**config.mk**
```make
export PLATFORM = sky130hd
export DESIGN_NAME = averaged_moisture_calibrator_top
export DESIGN_NICKNAME = d
export VERILOG_FILES = /design/src/rtl/core/amc_pkg.sv /design/src/rtl/core/amc_fifo.sv /design/src/rtl/core/amc_div.sv /design/src/rtl/core/amc_front.sv /design/src/rtl/core/amc_back.sv /design/src/rtl/core/averaged_moisture_calibrator_top.sv
export SDC_FILE = /design/constraint.sdc
export NUM_CORES = 1
export LEC_CHECK = 0
export ABC_CLOCK_PERIOD_IN_PS = 6100
export BUFFER_PORTS_ARGS = -buffer_cell sky130_fd_sc_hd__buf_2
export CELL_PAD_IN_SITES_DETAIL_PLACEMENT = 1
export CELL_PAD_IN_SITES_GLOBAL_PLACEMENT = 1
export CORE_UTILIZATION = 46
export CTS_CLUSTER_SIZE = 20
export DETAILED_ROUTE_END_ITERATION = 10
export GPL_TIMING_DRIVEN = 0
export PLACE_DENSITY_LB_ADDON = 0.08
export SLEW_MARGIN = 10
export SYNTH_ARGS = -nofsm -noshare
export SYNTH_HDL_FRONTEND = slang
export SYNTH_SLANG_ARGS = --single-unit
```
**constraint.sdc**
```tcl
create_clock -name clk -period 6.1 [get_ports clk]
set_input_delay 0.305 -clock clk [delete_from_list [all_inputs] [get_ports clk]]
set_output_delay 0.305 -clock clk [all_outputs]
set_load 0.1 [all_outputs]
```
**src/rtl/core/amc_pkg.sv**
```systemverilog
// ----------------------------------------------------------------------------
// amc_pkg - shared definitions of the averaged moisture calibrator
// Widths, limits, register indexes and band codes used by the front end,
// the back end, the top level and the port checker.
// ----------------------------------------------------------------------------
`default_nettype none

package amc_pkg;

	// default converter code width
	localparam int SAMPLE_BITS_DEF = 12;

	// millivolt readings and their batch total
	localparam int MV_BITS  = 12;
	localparam int MV_TOT_W = 20;

	// sample counter and batch size
	localparam int CNT_BITS = 8;
	localparam logic [CNT_BITS-1:0] DEFAULT_BATCH = 8'd20;

	// moisture percentage
	localparam int PCT_BITS     = 8;
	localparam int PCT_MAG_BITS = 7;
	localparam logic [PCT_MAG_BITS-1:0] FULL_SCALE  = 7'd100;
	localparam logic [PCT_MAG_BITS-1:0] DRY_LIMIT   = 7'd30;
	localparam logic [PCT_MAG_BITS-1:0] MOIST_LIMIT = 7'd70;
	localparam logic [PCT_BITS-1:0]     PCT_UNCAL   = 8'hFF;

	// batch queue between front and back end
	localparam int QUEUE_DEPTH = 2;

	// configuration register indexes
	localparam int CFG_IDX_W = 2;
	typedef enum logic [CFG_IDX_W-1:0] {
		CFG_AIR   = 2'd0,
		CFG_WATER = 2'd1,
		CFG_BATCH = 2'd2
	} cfg_index_t;

	// moisture band codes
	typedef enum logic [1:0] {
		BAND_DRY   = 2'd0,
		BAND_MOIST = 2'd1,
		BAND_WET   = 2'd2,
		BAND_UNCAL = 2'd3
	} band_t;

	// band of a calibrated percentage
	function automatic band_t band_of(input logic [PCT_MAG_BITS-1:0] pct);
		band_t b;
		if (pct < DRY_LIMIT) begin
			b = BAND_DRY;
		end else if (pct < MOIST_LIMIT) begin
			b = BAND_MOIST;
		end else begin
			b = BAND_WET;
		end
		return b;
	endfunction

endpackage

`default_nettype wire

```
**src/rtl/core/amc_fifo.sv**
```systemverilog
// ----------------------------------------------------------------------------
// amc_fifo - short batch queue
// Holds finished batch snapshots between the accumulating front end and the
// dividing back end, so that each side stalls on its own.
// ----------------------------------------------------------------------------
`default_nettype none

module amc_fifo #(
	parameter int WIDTH = 64,
	parameter int DEPTH = 2
) (
	input  wire logic             clk,
	input  wire logic             arst_n,
	input  wire logic             push,
	input  wire logic [WIDTH-1:0] din,
	input  wire logic             pop,
	output logic      [WIDTH-1:0] dout,
	output logic                  full,
	output logic                  empty
);
	localparam int PTR_W = (DEPTH > 1) ? $clog2(DEPTH) : 1;
	localparam int CNT_W = $clog2(DEPTH + 1);

	logic [WIDTH-1:0] mem_q [DEPTH];
	logic [PTR_W-1:0] wr_ptr_q, rd_ptr_q;
	logic [CNT_W-1:0] fill_q;

	assign full  = (fill_q == CNT_W'(DEPTH));
	assign empty = (fill_q == '0);
	assign dout  = mem_q[rd_ptr_q];

	// storage
	always_ff @(posedge clk) begin
		if (push) begin
			mem_q[wr_ptr_q] <= din;
		end
	end

	// pointers and fill level
	always_ff @(posedge clk or negedge arst_n) begin
		if (!arst_n) begin
			wr_ptr_q <= '0;
			rd_ptr_q <= '0;
			fill_q   <= '0;
		end else begin
			if (push) begin
				wr_ptr_q <= (wr_ptr_q == PTR_W'(DEPTH - 1)) ? '0 : wr_ptr_q + 1'b1;
			end
			if (pop) begin
				rd_ptr_q <= (rd_ptr_q == PTR_W'(DEPTH - 1)) ? '0 : rd_ptr_q + 1'b1;
			end
			if (push && !pop) begin
				fill_q <= fill_q + 1'b1;
			end else if (pop && !push) begin
				fill_q <= fill_q - 1'b1;
			end
		end
	end

endmodule

`default_nettype wire

```
**src/rtl/core/amc_div.sv**
```systemverilog
// ----------------------------------------------------------------------------
// amc_div - shared restoring divider
// Unsigned division, one quotient bit per cycle. A start pulse loads the
// operands; done pulses for one cycle when the quotient is ready.
// ----------------------------------------------------------------------------
`default_nettype none

module amc_div #(
	parameter int DVD_W = 20,
	parameter int DSR_W = 12
) (
	input  wire logic             clk,
	input  wire logic             arst_n,
	input  wire logic             start,
	input  wire logic [DVD_W-1:0] dividend,
	input  wire logic [DSR_W-1:0] divisor,
	output logic                  done,
	output logic      [DVD_W-1:0] quotient
);
	localparam int STEP_W = $clog2(DVD_W + 1);

	logic              busy_q;
	logic              done_q;
	logic [STEP_W-1:0] step_q;
	logic [DSR_W-1:0]  rem_q;
	logic [DSR_W-1:0]  dsr_q;
	logic [DVD_W-1:0]  quo_q;
	logic [DSR_W:0]    trial;
	logic              fits;

	assign done     = done_q;
	assign quotient = quo_q;

	// partial remainder with the next dividend bit
	assign trial = {rem_q, quo_q[DVD_W-1]};
	assign fits  = (trial >= {1'b0, dsr_q});

	// operand and remainder registers
	always_ff @(posedge clk) begin
		if (start) begin
			rem_q <= '0;
			dsr_q <= divisor;
			quo_q <= dividend;
		end else if (busy_q) begin
			rem_q <= fits ? DSR_W'(trial - {1'b0, dsr_q}) : trial[DSR_W-1:0];
			quo_q <= {quo_q[DVD_W-2:0], fits};
		end
	end

	// step control
	always_ff @(posedge clk or negedge arst_n) begin
		if (!arst_n) begin
			busy_q <= 1'b0;
			done_q <= 1'b0;
			step_q <= '0;
		end else begin
			done_q <= !start && busy_q && (step_q == STEP_W'(DVD_W - 1));
			if (start) begin
				busy_q <= 1'b1;
				step_q <= '0;
			end else if (busy_q) begin
				step_q <= step_q + 1'b1;
				if (step_q == STEP_W'(DVD_W - 1)) begin
					busy_q <= 1'b0;
				end
			end
		end
	end

endmodule

`default_nettype wire

```
**src/rtl/core/amc_front.sv**
```systemverilog
// ----------------------------------------------------------------------------
// amc_front - sample accumulator
// Takes one sample per beat, keeps the batch totals, extremes and count, and
// pushes a snapshot of the batch into the queue when the batch is complete.
// Snapshot layout from the lowest bit: raw total, millivolt total, count,
// minimum raw code, maximum raw code.
// ----------------------------------------------------------------------------
`default_nettype none

module amc_front #(
	parameter int SAMPLE_BITS = amc_pkg::SAMPLE_BITS_DEF
) (
	input  wire logic                             clk,
	input  wire logic                             arst_n,
	input  wire logic                             in_valid,
	output logic                                  in_ready,
	input  wire logic [SAMPLE_BITS-1:0]           raw_sample,
	input  wire logic [amc_pkg::MV_BITS-1:0]      sample_millivolts,
	input  wire logic [amc_pkg::CNT_BITS-1:0]     samples_per_reading,
	input  wire logic                             queue_full,
	output logic                                  push,
	output logic [2*SAMPLE_BITS + amc_pkg::CNT_BITS + amc_pkg::MV_TOT_W
		+ SAMPLE_BITS + amc_pkg::CNT_BITS - 1:0] entry
);
	import amc_pkg::*;

	localparam int TOT_W = SAMPLE_BITS + CNT_BITS;

	logic [TOT_W-1:0]       raw_total_q;
	logic [MV_TOT_W-1:0]    mv_total_q;
	logic [SAMPLE_BITS-1:0] lowest_q;
	logic [SAMPLE_BITS-1:0] highest_q;
	logic [CNT_BITS-1:0]    count_q;

	logic                   accept;
	logic [TOT_W-1:0]       raw_total_n;
	logic [MV_TOT_W-1:0]    mv_total_n;
	logic [SAMPLE_BITS-1:0] lowest_n;
	logic [SAMPLE_BITS-1:0] highest_n;
	logic [CNT_BITS-1:0]    count_n;
	logic [CNT_BITS-1:0]    batch;
	logic                   batch_done;

	assign in_ready = !queue_full;
	assign accept   = in_valid && in_ready;

	// running values with this sample folded in
	assign raw_total_n = raw_total_q + TOT_W'(raw_sample);
	assign mv_total_n  = mv_total_q + MV_TOT_W'(sample_millivolts);
	assign lowest_n    = (raw_sample < lowest_q) ? raw_sample : lowest_q;
	assign highest_n   = (raw_sample > highest_q) ? raw_sample : highest_q;
	assign count_n     = count_q + 1'b1;

	// batch completion
	assign batch      = (samples_per_reading == '0) ? DEFAULT_BATCH : samples_per_reading;
	assign batch_done = (count_n >= batch);

	assign push  = accept && batch_done;
	assign entry = {highest_n, lowest_n, count_n, mv_total_n, raw_total_n};

	// batch state
	always_ff @(posedge clk or negedge arst_n) begin
		if (!arst_n) begin
			raw_total_q <= '0;
			mv_total_q  <= '0;
			lowest_q    <= '1;
			highest_q   <= '0;
			count_q     <= '0;
		end else if (accept) begin
			if (batch_done) begin
				raw_total_q <= '0;
				mv_total_q  <= '0;
				lowest_q    <= '1;
				highest_q   <= '0;
				count_q     <= '0;
			end else begin
				raw_total_q <= raw_total_n;
				mv_total_q  <= mv_total_n;
				lowest_q    <= lowest_n;
				highest_q   <= highest_n;
				count_q     <= count_n;
			end
		end
	end

endmodule

`default_nettype wire

```
**src/rtl/core/amc_back.sv**
```systemverilog
// ----------------------------------------------------------------------------
// amc_back - batch evaluator
// Pops one batch snapshot, forms both means and the moisture percentage on
// the shared divider, classifies the band and holds the result in the
// output register until it is taken.
// ----------------------------------------------------------------------------
`default_nettype none

module amc_back #(
	parameter int SAMPLE_BITS = amc_pkg::SAMPLE_BITS_DEF,
	parameter int DVD_W       = 20,
	parameter int ENT_W       = 64
) (
	input  wire logic                           clk,
	input  wire logic                           arst_n,
	// batch queue
	input  wire logic                           queue_empty,
	input  wire logic [ENT_W-1:0]               entry,
	output logic                                pop,
	// calibration points
	input  wire logic [SAMPLE_BITS-1:0]         air_point,
	input  wire logic [SAMPLE_BITS-1:0]         water_point,
	// shared divider
	output logic                                div_start,
	output logic [DVD_W-1:0]                    div_dividend,
	output logic [SAMPLE_BITS-1:0]              div_divisor,
	input  wire logic                           div_done,
	input  wire logic [DVD_W-1:0]               div_quotient,
	// result
	output logic                                out_valid,
	input  wire logic                           out_ready,
	output logic [SAMPLE_BITS-1:0]              avg_raw,
	output logic [amc_pkg::MV_BITS-1:0]         avg_millivolts,
	output logic [SAMPLE_BITS-1:0]              min_raw,
	output logic [SAMPLE_BITS-1:0]              max_raw,
	output logic                                calibration_ok,
	output logic [amc_pkg::PCT_BITS-1:0]        moisture_percent,
	output logic [1:0]                          moisture_band
);
	import amc_pkg::*;

	localparam int S      = SAMPLE_BITS;
	localparam int TOT_W  = S + CNT_BITS;
	localparam int PROD_W = S + PCT_MAG_BITS;

	typedef enum logic [2:0] {
		B_IDLE, B_RAW, B_MV, B_MUL, B_CAL, B_PCT, B_OUT
	} bstate_t;

	bstate_t state_q;

	// batch snapshot fields
	logic [TOT_W-1:0]    head_raw_tot;
	logic [MV_TOT_W-1:0] head_mv_tot;
	logic [CNT_BITS-1:0] head_cnt;
	logic [S-1:0]        head_low;
	logic [S-1:0]        head_high;

	logic [MV_TOT_W-1:0]     mv_tot_q;
	logic [CNT_BITS-1:0]     cnt_q;
	logic [S-1:0]            low_q, high_q;
	logic [S-1:0]            avg_raw_q;
	logic [MV_BITS-1:0]      avg_mv_q;
	logic [DVD_W-1:0]        mag_num_q;
	logic [S-1:0]            mag_den_q;
	logic                    num_neg_q, den_neg_q;
	logic                    ok_q;
	logic [PCT_MAG_BITS-1:0] pct_q;

	logic                    out_valid_q;
	logic [S-1:0]            out_avg_raw_q, out_min_q, out_max_q;
	logic [MV_BITS-1:0]      out_avg_mv_q;
	logic                    out_ok_q;
	logic [PCT_BITS-1:0]     out_pct_q;
	band_t                   out_band_q;

	logic [S:0]              diff_a, diff_d;
	logic [S-1:0]            mag_a, mag_d;
	logic [PROD_W-1:0]       prod;
	logic                    pct_needs_div;
	logic                    out_free;

	assign head_raw_tot = entry[0 +: TOT_W];
	assign head_mv_tot  = entry[TOT_W +: MV_TOT_W];
	assign head_cnt     = entry[TOT_W + MV_TOT_W +: CNT_BITS];
	assign head_low     = entry[TOT_W + MV_TOT_W + CNT_BITS +: S];
	assign head_high    = entry[TOT_W + MV_TOT_W + CNT_BITS + S +: S];

	// signed distances from the air point, as sign and magnitude
	assign diff_a = {1'b0, avg_raw_q} - {1'b0, air_point};
	assign diff_d = {1'b0, water_point} - {1'b0, air_point};
	assign mag_a  = diff_a[S] ? S'(-diff_a) : diff_a[S-1:0];
	assign mag_d  = diff_d[S] ? S'(-diff_d) : diff_d[S-1:0];
	assign prod   = PROD_W'(mag_a) * PROD_W'(FULL_SCALE);

	// a positive quotient only when both sides share a sign and are nonzero
	assign pct_needs_div = (mag_den_q != '0) && (num_neg_q == den_neg_q)
		&& (mag_num_q != '0);
	assign out_free      = !out_valid_q || out_ready;

	// queue pop and divider requests
	always_comb begin
		pop          = 1'b0;
		div_start    = 1'b0;
		div_dividend = '0;
		div_divisor  = '0;
		unique case (state_q)
			B_IDLE: begin
				if (!queue_empty) begin
					pop          = 1'b1;
					div_start    = 1'b1;
					div_dividend = DVD_W'(head_raw_tot);
					div_divisor  = S'(head_cnt);
				end
			end
			B_RAW: begin
				if (div_done) begin
					div_start    = 1'b1;
					div_dividend = DVD_W'(mv_tot_q);
					div_divisor  = S'(cnt_q);
				end
			end
			B_CAL: begin
				if (pct_needs_div) begin
					div_start    = 1'b1;
					div_dividend = mag_num_q;
					div_divisor  = mag_den_q;
				end
			end
			default: begin
			end
		endcase
	end

	// evaluation sequencer and output register
	always_ff @(posedge clk or negedge arst_n) begin
		if (!arst_n) begin
			state_q     <= B_IDLE;
			out_valid_q <= 1'b0;
		end else begin
			// taken beat drops out unless a new one is loaded below
			if (out_valid_q && out_ready && state_q != B_OUT) begin
				out_valid_q <= 1'b0;
			end
			unique case (state_q)
				B_IDLE: begin
					if (!queue_empty) begin
						mv_tot_q <= head_mv_tot;
						cnt_q    <= head_cnt;
						low_q    <= head_low;
						high_q   <= head_high;
						state_q  <= B_RAW;
					end
				end
				B_RAW: begin
					if (div_done) begin
						avg_raw_q <= div_quotient[S-1:0];
						state_q   <= B_MV;
					end
				end
				B_MV: begin
					if (div_done) begin
						avg_mv_q <= div_quotient[MV_BITS-1:0];
						state_q  <= B_MUL;
					end
				end
				B_MUL: begin
					mag_num_q <= DVD_W'(prod);
					num_neg_q <= diff_a[S];
					mag_den_q <= mag_d;
					den_neg_q <= diff_d[S];
					state_q   <= B_CAL;
				end
				B_CAL: begin
					ok_q  <= (mag_den_q != '0);
					pct_q <= '0;
					state_q <= pct_needs_div ? B_PCT : B_OUT;
				end
				B_PCT: begin
					if (div_done) begin
						pct_q <= (div_quotient > DVD_W'(FULL_SCALE)) ? FULL_SCALE
							: div_quotient[PCT_MAG_BITS-1:0];
						state_q <= B_OUT;
					end
				end
				B_OUT: begin
					if (out_free) begin
						out_valid_q   <= 1'b1;
						out_avg_raw_q <= avg_raw_q;
						out_avg_mv_q  <= avg_mv_q;
						out_min_q     <= low_q;
						out_max_q     <= high_q;
						out_ok_q      <= ok_q;
						out_pct_q     <= ok_q ? {1'b0, pct_q} : PCT_UNCAL;
						out_band_q    <= ok_q ? band_of(pct_q) : BAND_UNCAL;
						state_q       <= B_IDLE;
					end
				end
				default: begin
					state_q <= B_IDLE;
				end
			endcase
		end
	end

	assign out_valid        = out_valid_q;
	assign avg_raw          = out_avg_raw_q;
	assign avg_millivolts   = out_avg_mv_q;
	assign min_raw          = out_min_q;
	assign max_raw          = out_max_q;
	assign calibration_ok   = out_ok_q;
	assign moisture_percent = out_pct_q;
	assign moisture_band    = out_band_q;

endmodule

`default_nettype wire

```
**src/rtl/core/averaged_moisture_calibrator_top.sv**
```systemverilog
// ----------------------------------------------------------------------------
// averaged_moisture_calibrator_top - averaging two-point moisture calibrator
// Averages batches of converter samples and maps the mean raw code onto a
// moisture percentage between the air and water calibration points.
// ----------------------------------------------------------------------------
// Samples are taken one per clock while the two-entry batch queue has room;
// each completed batch yields one result beat. The back end runs up to three
// divisions on one shared bit-serial divider of DVD_W = max(SAMPLE_BITS + 8,
// 20) steps (the mean raw code, the mean millivolts, the percentage); when
// the percentage needs no division (uncalibrated, or clamped to zero) only
// the two means are divided. The queue lets the front end take the samples
// of the next batch while the back end evaluates an earlier one, so long
// batches run at one sample per cycle while the results are taken; short ones
// are paced by the divider. Registers may be written only while no batch
// result is outstanding; they take effect on the next sample.
`default_nettype none

module averaged_moisture_calibrator_top #(
	parameter int SAMPLE_BITS = amc_pkg::SAMPLE_BITS_DEF
) (
	input  wire logic                                    clk,
	input  wire logic                                    arst_n,
	// sample stream
	input  wire logic                                    s_axis_tvalid,
	output logic                                         s_axis_tready,
	// raw_sample, sample_millivolts
	input  wire logic [((SAMPLE_BITS + 12 + 7) / 8) * 8 - 1:0] s_axis_tdata,
	// result stream
	output logic                                         m_axis_tvalid,
	input  wire logic                                    m_axis_tready,
	// avg_raw, avg_millivolts, min_raw, max_raw, calibration_ok,
	// moisture_percent, moisture_band
	output logic [((3 * SAMPLE_BITS + 23 + 7) / 8) * 8 - 1:0] m_axis_tdata,
	// register writes
	input  wire logic                                    cfg_we,
	input  wire logic [amc_pkg::CFG_IDX_W-1:0]           cfg_index,
	input  wire logic [SAMPLE_BITS-1:0]                  cfg_wdata
);
	import amc_pkg::*;

	localparam int S      = SAMPLE_BITS;
	localparam int OUT_W  = ((3 * SAMPLE_BITS + 23 + 7) / 8) * 8;
	localparam int TOT_W  = S + CNT_BITS;
	localparam int DVD_W  = (TOT_W > MV_TOT_W) ? TOT_W : MV_TOT_W;
	localparam int ENT_W  = 2 * S + CNT_BITS + MV_TOT_W + TOT_W;

	logic [S-1:0]        air_point_q;
	logic [S-1:0]        water_point_q;
	logic [CNT_BITS-1:0] batch_size_q;

	logic             q_push, q_pop, q_full, q_empty;
	logic [ENT_W-1:0] q_din, q_dout;

	logic             div_start, div_done;
	logic [DVD_W-1:0] div_dividend, div_quotient;
	logic [S-1:0]     div_divisor;

	logic                out_valid;
	logic [S-1:0]        avg_raw, min_raw, max_raw;
	logic [MV_BITS-1:0]  avg_millivolts;
	logic                calibration_ok;
	logic [PCT_BITS-1:0] moisture_percent;
	logic [1:0]          moisture_band;

	// configuration registers
	always_ff @(posedge clk or negedge arst_n) begin
		if (!arst_n) begin
			air_point_q   <= '1;
			water_point_q <= '0;
			batch_size_q  <= DEFAULT_BATCH;
		end else if (cfg_we) begin
			unique case (cfg_index)
				CFG_AIR:   air_point_q   <= cfg_wdata;
				CFG_WATER: water_point_q <= cfg_wdata;
				CFG_BATCH: batch_size_q  <= cfg_wdata[CNT_BITS-1:0];
				default: begin
				end
			endcase
		end
	end

	// accumulating front end
	amc_front #(
		.SAMPLE_BITS(S)
	) u_front (
		.clk                (clk),
		.arst_n             (arst_n),
		.in_valid           (s_axis_tvalid),
		.in_ready           (s_axis_tready),
		.raw_sample         (s_axis_tdata[S-1:0]),
		.sample_millivolts  (s_axis_tdata[S +: MV_BITS]),
		.samples_per_reading(batch_size_q),
		.queue_full         (q_full),
		.push               (q_push),
		.entry              (q_din)
	);

	// batch queue
	amc_fifo #(
		.WIDTH(ENT_W),
		.DEPTH(QUEUE_DEPTH)
	) u_queue (
		.clk   (clk),
		.arst_n(arst_n),
		.push  (q_push),
		.din   (q_din),
		.pop   (q_pop),
		.dout  (q_dout),
		.full  (q_full),
		.empty (q_empty)
	);

	// shared divider
	amc_div #(
		.DVD_W(DVD_W),
		.DSR_W(S)
	) u_div (
		.clk     (clk),
		.arst_n  (arst_n),
		.start   (div_start),
		.dividend(div_dividend),
		.divisor (div_divisor),
		.done    (div_done),
		.quotient(div_quotient)
	);

	// evaluating back end
	amc_back #(
		.SAMPLE_BITS(S),
		.DVD_W      (DVD_W),
		.ENT_W      (ENT_W)
	) u_back (
		.clk             (clk),
		.arst_n          (arst_n),
		.queue_empty     (q_empty),
		.entry           (q_dout),
		.pop             (q_pop),
		.air_point       (air_point_q),
		.water_point     (water_point_q),
		.div_start       (div_start),
		.div_dividend    (div_dividend),
		.div_divisor     (div_divisor),
		.div_done        (div_done),
		.div_quotient    (div_quotient),
		.out_valid       (out_valid),
		.out_ready       (m_axis_tready),
		.avg_raw         (avg_raw),
		.avg_millivolts  (avg_millivolts),
		.min_raw         (min_raw),
		.max_raw         (max_raw),
		.calibration_ok  (calibration_ok),
		.moisture_percent(moisture_percent),
		.moisture_band   (moisture_band)
	);

	// result beat packing
	assign m_axis_tvalid = out_valid;
	assign m_axis_tdata  = OUT_W'({moisture_band, moisture_percent, calibration_ok,
		max_raw, min_raw, avg_millivolts, avg_raw});

endmodule

`default_nettype wire

```
## Word level (Yosys, flattened, before mapping)

Memories as Yosys holds them, arrays and structs flattened.
Cells that the tools add are included.

- $add $sub $neg: 13
- Multipliers: 1
- Div/mod/pow operators: 0
- Magnitude comparators: 7
- Eq/ne operators: 17
- Shift operators: 0
- Multiplexer cells: 53
- Bitwise operators: 1
- Reductions and logical operators: 36

Operators with widths:

| cell | count |
|---|---|
| $mux 20 | 6 |
| $mux 12 | 8 |
| $pmux 20 s3 | 1 |
| $add 20x12->20 | 2 |
| $mux 8 | 5 |
| $pmux 12 s3 | 1 |
| $sub 12x12->13 | 2 |
| $neg 12->12 | 2 |
| $pmux 3 s7 | 1 |
| $gt 20x7->1 const B | 1 |
| $reduce_bool 20->1 | 1 |
| $mux 19 | 1 |
| $mul 12x5->17 const B | 1 |
| $mux 3 | 5 |
| $reduce_and 3->1 | 5 |
| $mux 1 | 14 |
| $mux 7 | 2 |
| $pmux 7 s2 | 1 |
| $ge 13x12->1 | 1 |
| $gt 12x12->1 | 1 |
| $lt 12x12->1 | 1 |
| $reduce_bool 12->1 | 1 |
| $sub 12x12->12 | 1 |
| $logic_and 1x1->1 | 10 |
| 30 further kinds | 54 |

- Bits in registers: 337
- Latch bits: 0
- Memory bits (writable): 144
- ROM bits: 0
- Input bits: 43
- Output and inout bits: 66
- Logic and storage cells: 168
- Memories kept: 1

Memories:

| memory | depth | width | read ports | clocked after memory_dff | write ports | RTL line | text |
|---|---|---|---|---|---|---|---|
| u_queue.mem_q | 2 | 72 | 1 | 0 | 1 | amc_fifo.sv:24 | `logic [WIDTH-1:0] mem_q [DEPTH];` |

## Depth between registers and ports, before layout

Gate-level depths: netlist of run 1.

- Depth in word-level cells: 8
- Depth in mapped cells: 26
- Gate-level depth less buffers: 26

## Modules after synthesis

Synthesis of run 1 repeated with hierarchy kept, for this count alone.

- Cell total of the unflattened synthesis: 1,867
- Area total of the unflattened synthesis: 24,260.8 um^2

Modules (own cells, without submodules):

| module | times used | cells each | area each (um^2) | seq. area each (um^2) |
|---|---|---|---|---|
| amc_back | 1 | 690 | 9,043.7 | 5,325.1 |
| amc_fifo | 1 | 240 | 5,731.7 | 4,424.2 |
| amc_front | 1 | 624 | 5,470.2 | 1,816.7 |
| amc_div | 1 | 237 | 2,718.9 | 1,376.3 |
| averaged_moisture_calibrator_top | 1 | 76 | 1,296.2 | 818.3 |

## Worst setup path before layout of run 1

No wires, ideal clock.

- Kind: reg-to-reg
- From: register batch_size_q[5]
- To: memory u_queue.mem_q[0][0] in the netlist's numbering (enable)
- Setup time: 0.503 ns
- Arrival time: 5.629 ns
- Required time: 5.597 ns
- Slack: -0.031 ns
- Stages on the path, launching flop included: 13
- Path buffers: 2
- Period minus slack after synthesis: 6.131 ns
- Cells stage by stage: dfrtp_1 -> or4_1 -> nor4_1 -> nor2_1 -> ha_1 -> a21o_1 -> a211o_1 -> a21oi_1 -> o21ai_1 -> clkbuf_1 -> clkbuf_1 -> nand2_1 -> nor2_1

- Longest elaborated chain between the ends: 6

RTL lines:

| what | RTL line | text |
|---|---|---|
| start, declared | averaged_moisture_calibrator_top.sv:49 | `logic [CNT_BITS-1:0] batch_size_q;` |
| start signal, assigned | averaged_moisture_calibrator_top.sv:75 | `CFG_BATCH: batch_size_q <= cfg_wdata[CNT_BITS-1:0];` |
| $logic_not 8->1 | amc_front.sv:55 | `assign batch = (samples_per_reading == '0) ? DEFAULT_BATCH : samples_per_reading;` |
| $mux 8 (*) | amc_front.sv:55 |  |
| $ge 8x8->1 (*) | amc_front.sv:56 | `assign batch_done = (count_n >= batch);` |
| $logic_and 1x1->1 (*) | amc_front.sv:58 | `assign push = accept && batch_done;` |
| $mux 1 (*) | amc_fifo.sv:34 | `if (push) begin` |
| $mux 1 (not written as such) (*) | amc_fifo.sv:35 | `mem_q[wr_ptr_q] <= din;` |
| end, declared | amc_fifo.sv:24 |  |

Mark *: on every way between the ends. The rest lies on a longest branch, timed or not.

## Worst setup path in the final report of run 1

- From: register air_point_q[0]
- To: register u_back.mag_num_q[18], data pin

- Longest elaborated chain between the ends: 4

RTL lines:

| what | RTL line | text |
|---|---|---|
| start, declared | averaged_moisture_calibrator_top.sv:47 | `logic [S-1:0] air_point_q;` |
| start signal, assigned | averaged_moisture_calibrator_top.sv:73 | `CFG_AIR: air_point_q <= cfg_wdata;` |
| $sub 12x12->13 (*) | amc_back.sv:90 | `assign diff_a = {1'b0, avg_raw_q} - {1'b0, air_point};` |
| $neg 12->12 | amc_back.sv:92 | `assign mag_a = diff_a[S] ? S'(-diff_a) : diff_a[S-1:0];` |
| $mux 12 (*) | amc_back.sv:92 |  |
| $mul 12x5->17 (*) | amc_back.sv:94 | `assign prod = PROD_W'(mag_a) * PROD_W'(FULL_SCALE);` |
| via u_back.prod[18] | amc_back.sv:79 | `logic [PROD_W-1:0] prod;` |
| end signal, assigned | amc_back.sv:168 | `mag_num_q <= DVD_W'(prod);` |
| end, declared | amc_back.sv:64 | `logic [DVD_W-1:0] mag_num_q;` |

The timed path passes the listed nets; every way through them passes the cells marked *.
A chain may end at the register's enable or synchronous reset.

==> metrics.csv, run 1 <==
stage,metric,value,unit
global_route,initial antenna violation count,0,
run_status,status,"finished, final reports clean",
die,Die X,226.3,um
sta,TNS Setup,0,ns
worst_setup_path,"Worst Path Class, Setup",flop to flop,
synth,largest cells by area after synthesis,"edfxtp_1 45%, dfrtp_1 10%, ha_1 7.2%, mux2_2 4.9%, dfstp_2 3.0%",
worst_setup_path,Worst setup SP type,flop,
detailed_routing,DR WL/cell,21.16,um
worst_setup_path,r2r endpoint,u_back.mag_num_q[18]$_DFFE_PP_,
hold_path,hold_sp,cfg_index[0],
detailed_routing,final antenna-violating net count,0,
sta,Worst-Margin Slew,1.152,ns
placed_design,dpl hpwl,42.28,mm
synth,Yosys cell types,85,
worst_setup_path,CP max FO,9,
cells_and_area,synth-to-layout area growth,15.30,%
global_route,global route total overflow,0,
pwr,Lkg Pwr,10.60,nW
synth,register bit count reported by yosys,481,
pwr,power per standard cell area,544.6,nW/um^2
clock_network,CTS tree,done,
die,cell row count,81,
synth,"area leader, netlist",edfxtp_1,
worst_setup_path,Setup crit end kind,flop,
sta,final setup fails,0,
cells_and_area,nets,2216,
detailed_routing,Total Routed Length,57.90,mm
placed_design,I/O Buffers,103,
detailed_routing,Initial DRT Pass Iterations,6,
detailed_routing,Iteration-0 DRC Markers,891,
cells_and_area,n_diodes,0,
clock_network,CTS sink cnt,481,
synth,Post-Synthesis Cell Area,23140,um^2
sta,Worst slew margin,0.2294,
worst_setup_path,required time worst endpoint,6.44,ns
global_route,largest net degree at the start of global routing,71,
global_route,vias in the first global route,15860,
cells_and_area,non-filler cells in the finished layout,2736,
die,Die H,226.3,um
clock_network,Worst-path clk slew,0.06,ns
placed_design,RePlAce Congestion,0.8426,
run,Max Cap Violations,0,
synth,Synthesis Warnings,0,
die,area of the die,51200,um^2
sta,Final min period,5.765,ns
hold_path,WHS Path Cells,4,
sta,RSZ-0062 raised after global routing,no,
synth,"FFs w/ async S/R, synth",0.2474,
worst_setup_path,flop2flop setup slack,0.34,ns
die,IO Pins,109,
sta,clk_skew,0.03055,ns
detailed_routing,Vias,15050,
clock_network,clock tree buffer depth,3,
worst_setup_path,Reg2Reg Depth,24,
sta,final period utilization,0.9450,
global_route,GRT Total Usage,0.2313,
sta,max-slew violations,0,
synth,"Top FF cell, synth",edfxtp_1,
synth,syn_area_per_cell,12.60,um^2
worst_setup_path,WP data arrival,6.11,ns
pwr,Max IR drop VDD,0.0003570,V
placed_design,# placed instances,2619,
clock_network,H-tree levels,2,
die,Initial Utilization,0.4698,
synth,Post-synth EDFFs,350,
detailed_routing,drt drc,0,
cells_and_area,share of cells above drive strength 1,0.1834,
die,Core Area,49250,um^2
clock_network,root buffer cell,clkbuf_16,
sta,final hold violation count,0,
global_route,first-pass GRT wire length,89.74,mm
hold_path,hold path endpoint,air_point_q[1]$_DFFE_PN1P_,
synth,Synth top area share,0.4542,
detailed_routing,via/cell ratio,5.500,
worst_setup_path,r2r startpoint,air_point_q[0]$_DFFE_PN1P_,
hold_path,hold crit path type,input port to flop,
clock_network,clock latency on the worst-skew pair,0.62,ns
clock_network,Num CTS Buffers,52,
sta,Hold Slack,0.06353,ns
sta,fmax,173.5,MHz
synth,synthesized instance count,1836,
synth,post-synthesis sequential area ratio,0.5947,
cell usage after synthesis, drive strengths merged, types with 32 or more instances:
library cell and count:
nand3 32, nor2 102, clkbuf 49, edfxtp 350, xor2 42, a21oi 80
mux2 101, ha 134, xnor2 68, inv 118, dfrtp 93, nand2 153
o21ai 100
cell type report:
type / count / area (um^2)
Buffer: 65 / 280.3
Timing Repair Buffer: 134 / 887.1
Inverter: 119 / 446.7
Sequential cell: 481 / 13760
Tap cell: 664 / 830.8
Multi-Input combinational cell: 1175 / 8756
Clock buffer: 68 / 1411
Clock inverter: 30 / 305.3
Fill cell: 5085 / 22580
flip-flops by register name, indices dropped and copies added, names as in the netlist, 12 cells and up:
name / count
u_back.high_q: 12
air_point_q: 12
u_div.quotient: 20
u_back.avg_raw_q: 12
u_div.dsr_q: 12
u_back.avg_millivolts: 12
u_back.low_q: 12
u_front.lowest_q: 12
u_queue.mem_q: 144
water_point_q: 12
u_front.mv_total_q: 20
u_front.highest_q: 12
u_back.avg_mv_q: 12
u_back.mag_num_q: 17
u_back.mag_den_q: 12
u_back.mv_tot_q: 20
u_back.max_raw: 12
u_div.rem_q: 12
u_back.avg_raw: 12
u_back.min_raw: 12
u_front.raw_total_q: 20
power by group:
| group | total, mW | switching [mW] | internal, mW | leakage [nW] |
|---|---|---|---|---|
| Sequential | 5.03 | 0.422 | 4.61 | 4.72 |
| Clock | 3.16 | 1.31 | 1.85 | 0.846 |
| Combinational | 6.33 | 3.68 | 2.65 | 5.03 |
stage by stage:
step           power (mW)  worst slack (ns)  instance area (um^2)    util
6_report            14.53            0.3355                 26680  0.5416
5_1_grt             15.57           0.05074                 26680  0.5416
4_1_cts             14.54          0.002211                 26600  0.5400
3_5_place_dp        11.20           -0.1801                 24720  0.5019
3_3_place_gp        10.98            -4.386                 24500  0.4975
2_1_floorplan       9.541            0.1888                 23160       -
critical path, stage by stage (launching register included):
cell      delay (ns)
dfstp_2         0.61
ha_1            0.18
inv_1           0.05
fa_2            0.38
a211o_1         0.37
a21oi_1         0.19
o21ai_1         0.14
nand3_1         0.15
nand2_4         0.11
nor2_2          0.16
xor2_2          0.22
ha_1            0.27
ha_1            0.30
ha_1            0.32
xor2_1          0.17
ha_1            0.36
a21o_1          0.21
a21oi_2         0.17
nor2b_1         0.07
o21a_1          0.20
o311ai_2        0.26
a21boi_0        0.14
o21ai_1         0.21
a21oi_1         0.11
xor2_1          0.16
layer usage:
metal	vias up	global-route usage	wire (um)
met5	-	0	0
met4	0	0.07193	1396
met3	81	0.02929	1801
met2	248	0.3926	28140
met1	7600	0.3084	26560
li1	7120	-	-
how the worst max path moves through the flow:
stage	from	end	slack [ns]	cells after the start
global route	air_point_q[0]$_DFFE_PN1P_	u_back.mag_num_q[18]$_DFFE_PP_	0.05	24
finish	air_point_q[0]$_DFFE_PN1P_	u_back.mag_num_q[18]$_DFFE_PP_	0.34	24
floorplan	u_back.out_valid$_DFF_PN0_	u_back.avg_millivolts[0]$_DFFE_PP_	0.19	2
CTS	air_point_q[0]$_DFFE_PN1P_	u_back.mag_num_q[16]$_DFFE_PP_	0.002	24
global placement	arst_n	u_back.avg_millivolts[11]$_DFFE_PP_	-4.39	3
detailed placement	air_point_q[0]$_DFFE_PN1P_	u_back.mag_num_q[16]$_DFFE_PP_	-0.18	24
cell families after synthesis:
family / count (synthesis) / share of synthesized area
buffers and inverters: 184 / 0.03136
other: 1 / 0.0001621
XOR/XNOR: 110 / 0.04229
AO/OA/AOI/OAI: 365 / 0.1059
flip-flops: 481 / 0.5947
multiplexers: 107 / 0.05175
AND/OR/NAND/NOR: 443 / 0.09187
adder cells (fa/ha/maj): 145 / 0.08198
cell usage in the layout (no fill, tap or decap), types with 66 or more instances in the layout:
master,n
xnor2_1,66
dfrtp_1,93
nand2_1,152
inv_1,116
nor2_1,97
buf_2,106
ha_1,134
edfxtp_1,350
a21oi_1,78
mux2_2,101
o21ai_0,95
repair_timing:
item	4_1_cts	5_1_grt
endpoints found under the setup margin	2	3
hold endpoints to repair	60	0
setup buffers	3	3
hold buffers	13	0
gates resized for setup	3	12
pin swaps	1	1
Power figures use the tool's default switching activity.
==> run 2: changes to the inputs <==
CORE_UTILIZATION = 45   (was 46)
MAX_ROUTING_LAYER = met4   (was unset)
==> metrics.csv, run 2 (synthesized netlist as in run 1, its figures left out) <==
stage,metric,value,unit
cells_and_area,"most common cell after layout, fill and taps aside",edfxtp_1,
sta,max-slew violations,0,
sta,final hold violation count,0,
detailed_routing,DR WL/cell,21.35,um
cells_and_area,Post-Route Utilization,0.5286,
die,Initial Utilization,0.4584,
detailed_routing,Iteration-0 DRC Markers,855,
die,IO Pins,109,
die,area of the die,52330,um^2
worst_setup_path,CP max FO,9,
sta,Hold Slack,0.04813,ns
clock_network,H-tree levels,2,
detailed_routing,Vias,15030,
sta,fmax,172.0,MHz
die,Die X,228.8,um
cells_and_area,nets,2216,
cells_and_area,max reg flops,144,
cells_and_area,share of cells above drive strength 1,0.1801,
hold_path,WHS Path Cells,2,
placed_design,placed instance area,24720,um^2
cells_and_area,design area,26680,um^2
clock_network,Num CTS Buffers,53,
clock_network,clock tree buffer depth,3,
worst_setup_path,r2r endpoint,u_back.mag_num_q[16]$_DFFE_PP_,
worst_setup_path,required time worst endpoint,6.43,ns
clock_network,CTS tree,done,
sta,TNS Setup,0,ns
clock_network,Worst-path clk slew,0.06,ns
worst_setup_path,Reg2Reg Depth,24,
worst_setup_path,flop2flop setup slack,0.29,ns
global_route,first-pass GRT wire length,91.76,mm
sta,RSZ-0062 raised after global routing,no,
worst_setup_path,Setup crit end kind,flop,
detailed_routing,Total Routed Length,58.55,mm
global_route,largest net degree at the start of global routing,79,
global_route,initial antenna violation count,0,
sta,Worst-Margin Slew,1.203,ns
hold_path,hold path endpoint,u_front.highest_q[0]$_DFFE_PN0P_,
global_route,GRT Total Usage,0.2333,
sta,clk_skew,0.02362,ns
placed_design,RePlAce Congestion,0.8629,
worst_setup_path,Worst setup SP type,flop,
cells_and_area,n_diodes,0,
die,Die H,228.8,um
worst_setup_path,r2r startpoint,air_point_q[0]$_DFFE_PN1P_,
sta,Worst slew margin,0.1977,
sta,final period utilization,0.9528,
detailed_routing,Initial DRT Pass Iterations,7,
global_route,global route total overflow,0,
cells_and_area,synth-to-layout area growth,15.31,%
detailed_routing,via/cell ratio,5.478,
die,Core Area,50480,um^2
sta,Final min period,5.812,ns
cells_and_area,largest reg by FF count,u_queue.mem_q,
clock_network,clock latency on the worst-skew pair,0.60,ns
pwr,power per standard cell area,549.5,nW/um^2
detailed_routing,drt drc,0,
sta,final setup fails,0,
hold_path,hold_sp,s_axis_tdata[0],
global_route,vias in the first global route,15990,
worst_setup_path,WP data arrival,6.14,ns
placed_design,I/O Buffers,103,
clock_network,root buffer cell,clkbuf_16,
detailed_routing,final antenna-violating net count,0,
hold_path,hold crit path type,input port to flop,
worst_setup_path,"Worst Path Class, Setup",flop to flop,
pwr,Lkg Pwr,10.56,nW
run,Max Cap Violations,0,
pwr,Max IR drop VDD,0.0004527,V
placed_design,dpl hpwl,42.48,mm
run_status,status,"finished, final reports clean",
die,cell row count,82,
clock_network,CTS sink cnt,481,
cells_and_area,most frequent cells in the layout,"350 x edfxtp_1, 152 x nand2_1, 134 x ha_1, 116 x inv_1, 106 x buf_2",
==> run 2: cell types whose count changed in the layout (fill, tap and decap cells not counted), sizes merged <==
cell / previous run / this run
clkinv: 23 / 21
clkbuf: 117 / 114
bufinv: 5 / 7
inv: 120 / 119
buf: 137 / 136
clkinvlp: 1 / 5
==> run 2: what timing repair did <==
action	CTS	global route
hold endpoints to repair	64	0
endpoints found under the setup margin	2	4
gates resized for setup	4	14
pin swaps	0	2
setup buffers	3	1
gates cloned	0	0
hold buffers	13	0
==> run 2: layout make-up <==
cell class	count	area (um^2)
Fill cell	5187	23800
Sequential cell	481	13760
Multi-Input combinational cell	1175	8768
Clock buffer	65	1371
Timing Repair Buffer	133	863.3
Tap cell	672	840.8
Inverter	119	450.4
Clock inverter	33	347.8
Buffer	65	279.0
==> run 2: worst max-delay path, stage by stage, from the launching register on <==
cell and delay (ns):
dfstp_2 0.61, ha_1 0.18, inv_1 0.05, fa_1 0.44
a211o_1 0.35, a21oi_1 0.17, o21ai_1 0.13, nand3_1 0.14
nand2_4 0.13, clkinvlp_4 0.16, o31ai_1 0.10, xnor2_1 0.38
ha_1 0.31, ha_1 0.27, inv_1 0.05, fa_1 0.50
inv_1 0.04, ha_1 0.32, nor2b_1 0.15, o21a_1 0.21
o311ai_4 0.26, a21boi_1 0.13, o21ai_1 0.18, nor2b_1 0.19
xnor2_1 0.09
==> run 2: stage by stage <==
stage	instances	power, mW	worst slack (ns)
2_1_floorplan	1840	9.541	0.1888
3_5_place_dp	2628	11.26	-0.2018
6_report	2743	14.66	0.2877
5_1_grt	2743	15.71	0.02891
4_1_cts	2742	14.63	0.01339
3_3_place_gp	2615	11.01	-4.427
==> run 2: worst max path at each step <==
stage | from | to | slack [ns] | depth (start not counted)
after detailed placement | air_point_q[0]$_DFFE_PN1P_ | u_back.mag_num_q[16]$_DFFE_PP_ | -0.20 | 24
after global routing | air_point_q[0]$_DFFE_PN1P_ | u_back.mag_num_q[16]$_DFFE_PP_ | 0.03 | 24
after CTS | air_point_q[0]$_DFFE_PN1P_ | u_back.mag_num_q[16]$_DFFE_PP_ | 0.01 | 24
after floorplan | u_back.out_valid$_DFF_PN0_ | u_back.avg_millivolts[0]$_DFFE_PP_ | 0.19 | 2
after global placement | arst_n | u_back.max_raw[8]$_DFFE_PP_ | -4.43 | 3
final | air_point_q[0]$_DFFE_PN1P_ | u_back.mag_num_q[16]$_DFFE_PP_ | 0.29 | 24
==> run 2: where the power goes <==
part / switching [mW] / total, mW / internal [mW]
clock network: 1.32 / 3.21 / 1.89
logic: 3.78 / 6.43 / 2.66
registers: 0.406 / 5.02 / 4.61
total: 5.50 / 14.7 / 9.16
==> run 2: routing by layer <==
layer | GRT usage | vias to the layer above | part of all wire
met1 | 0.3057 | 7548 | 0.46
met4 | 0.06669 | 0 | 0.022
met3 | 0.02832 | 94 | 0.034
li1 | - | 7103 | -
met5 | - | - | 0
met2 | 0.3816 | 281 | 0.49
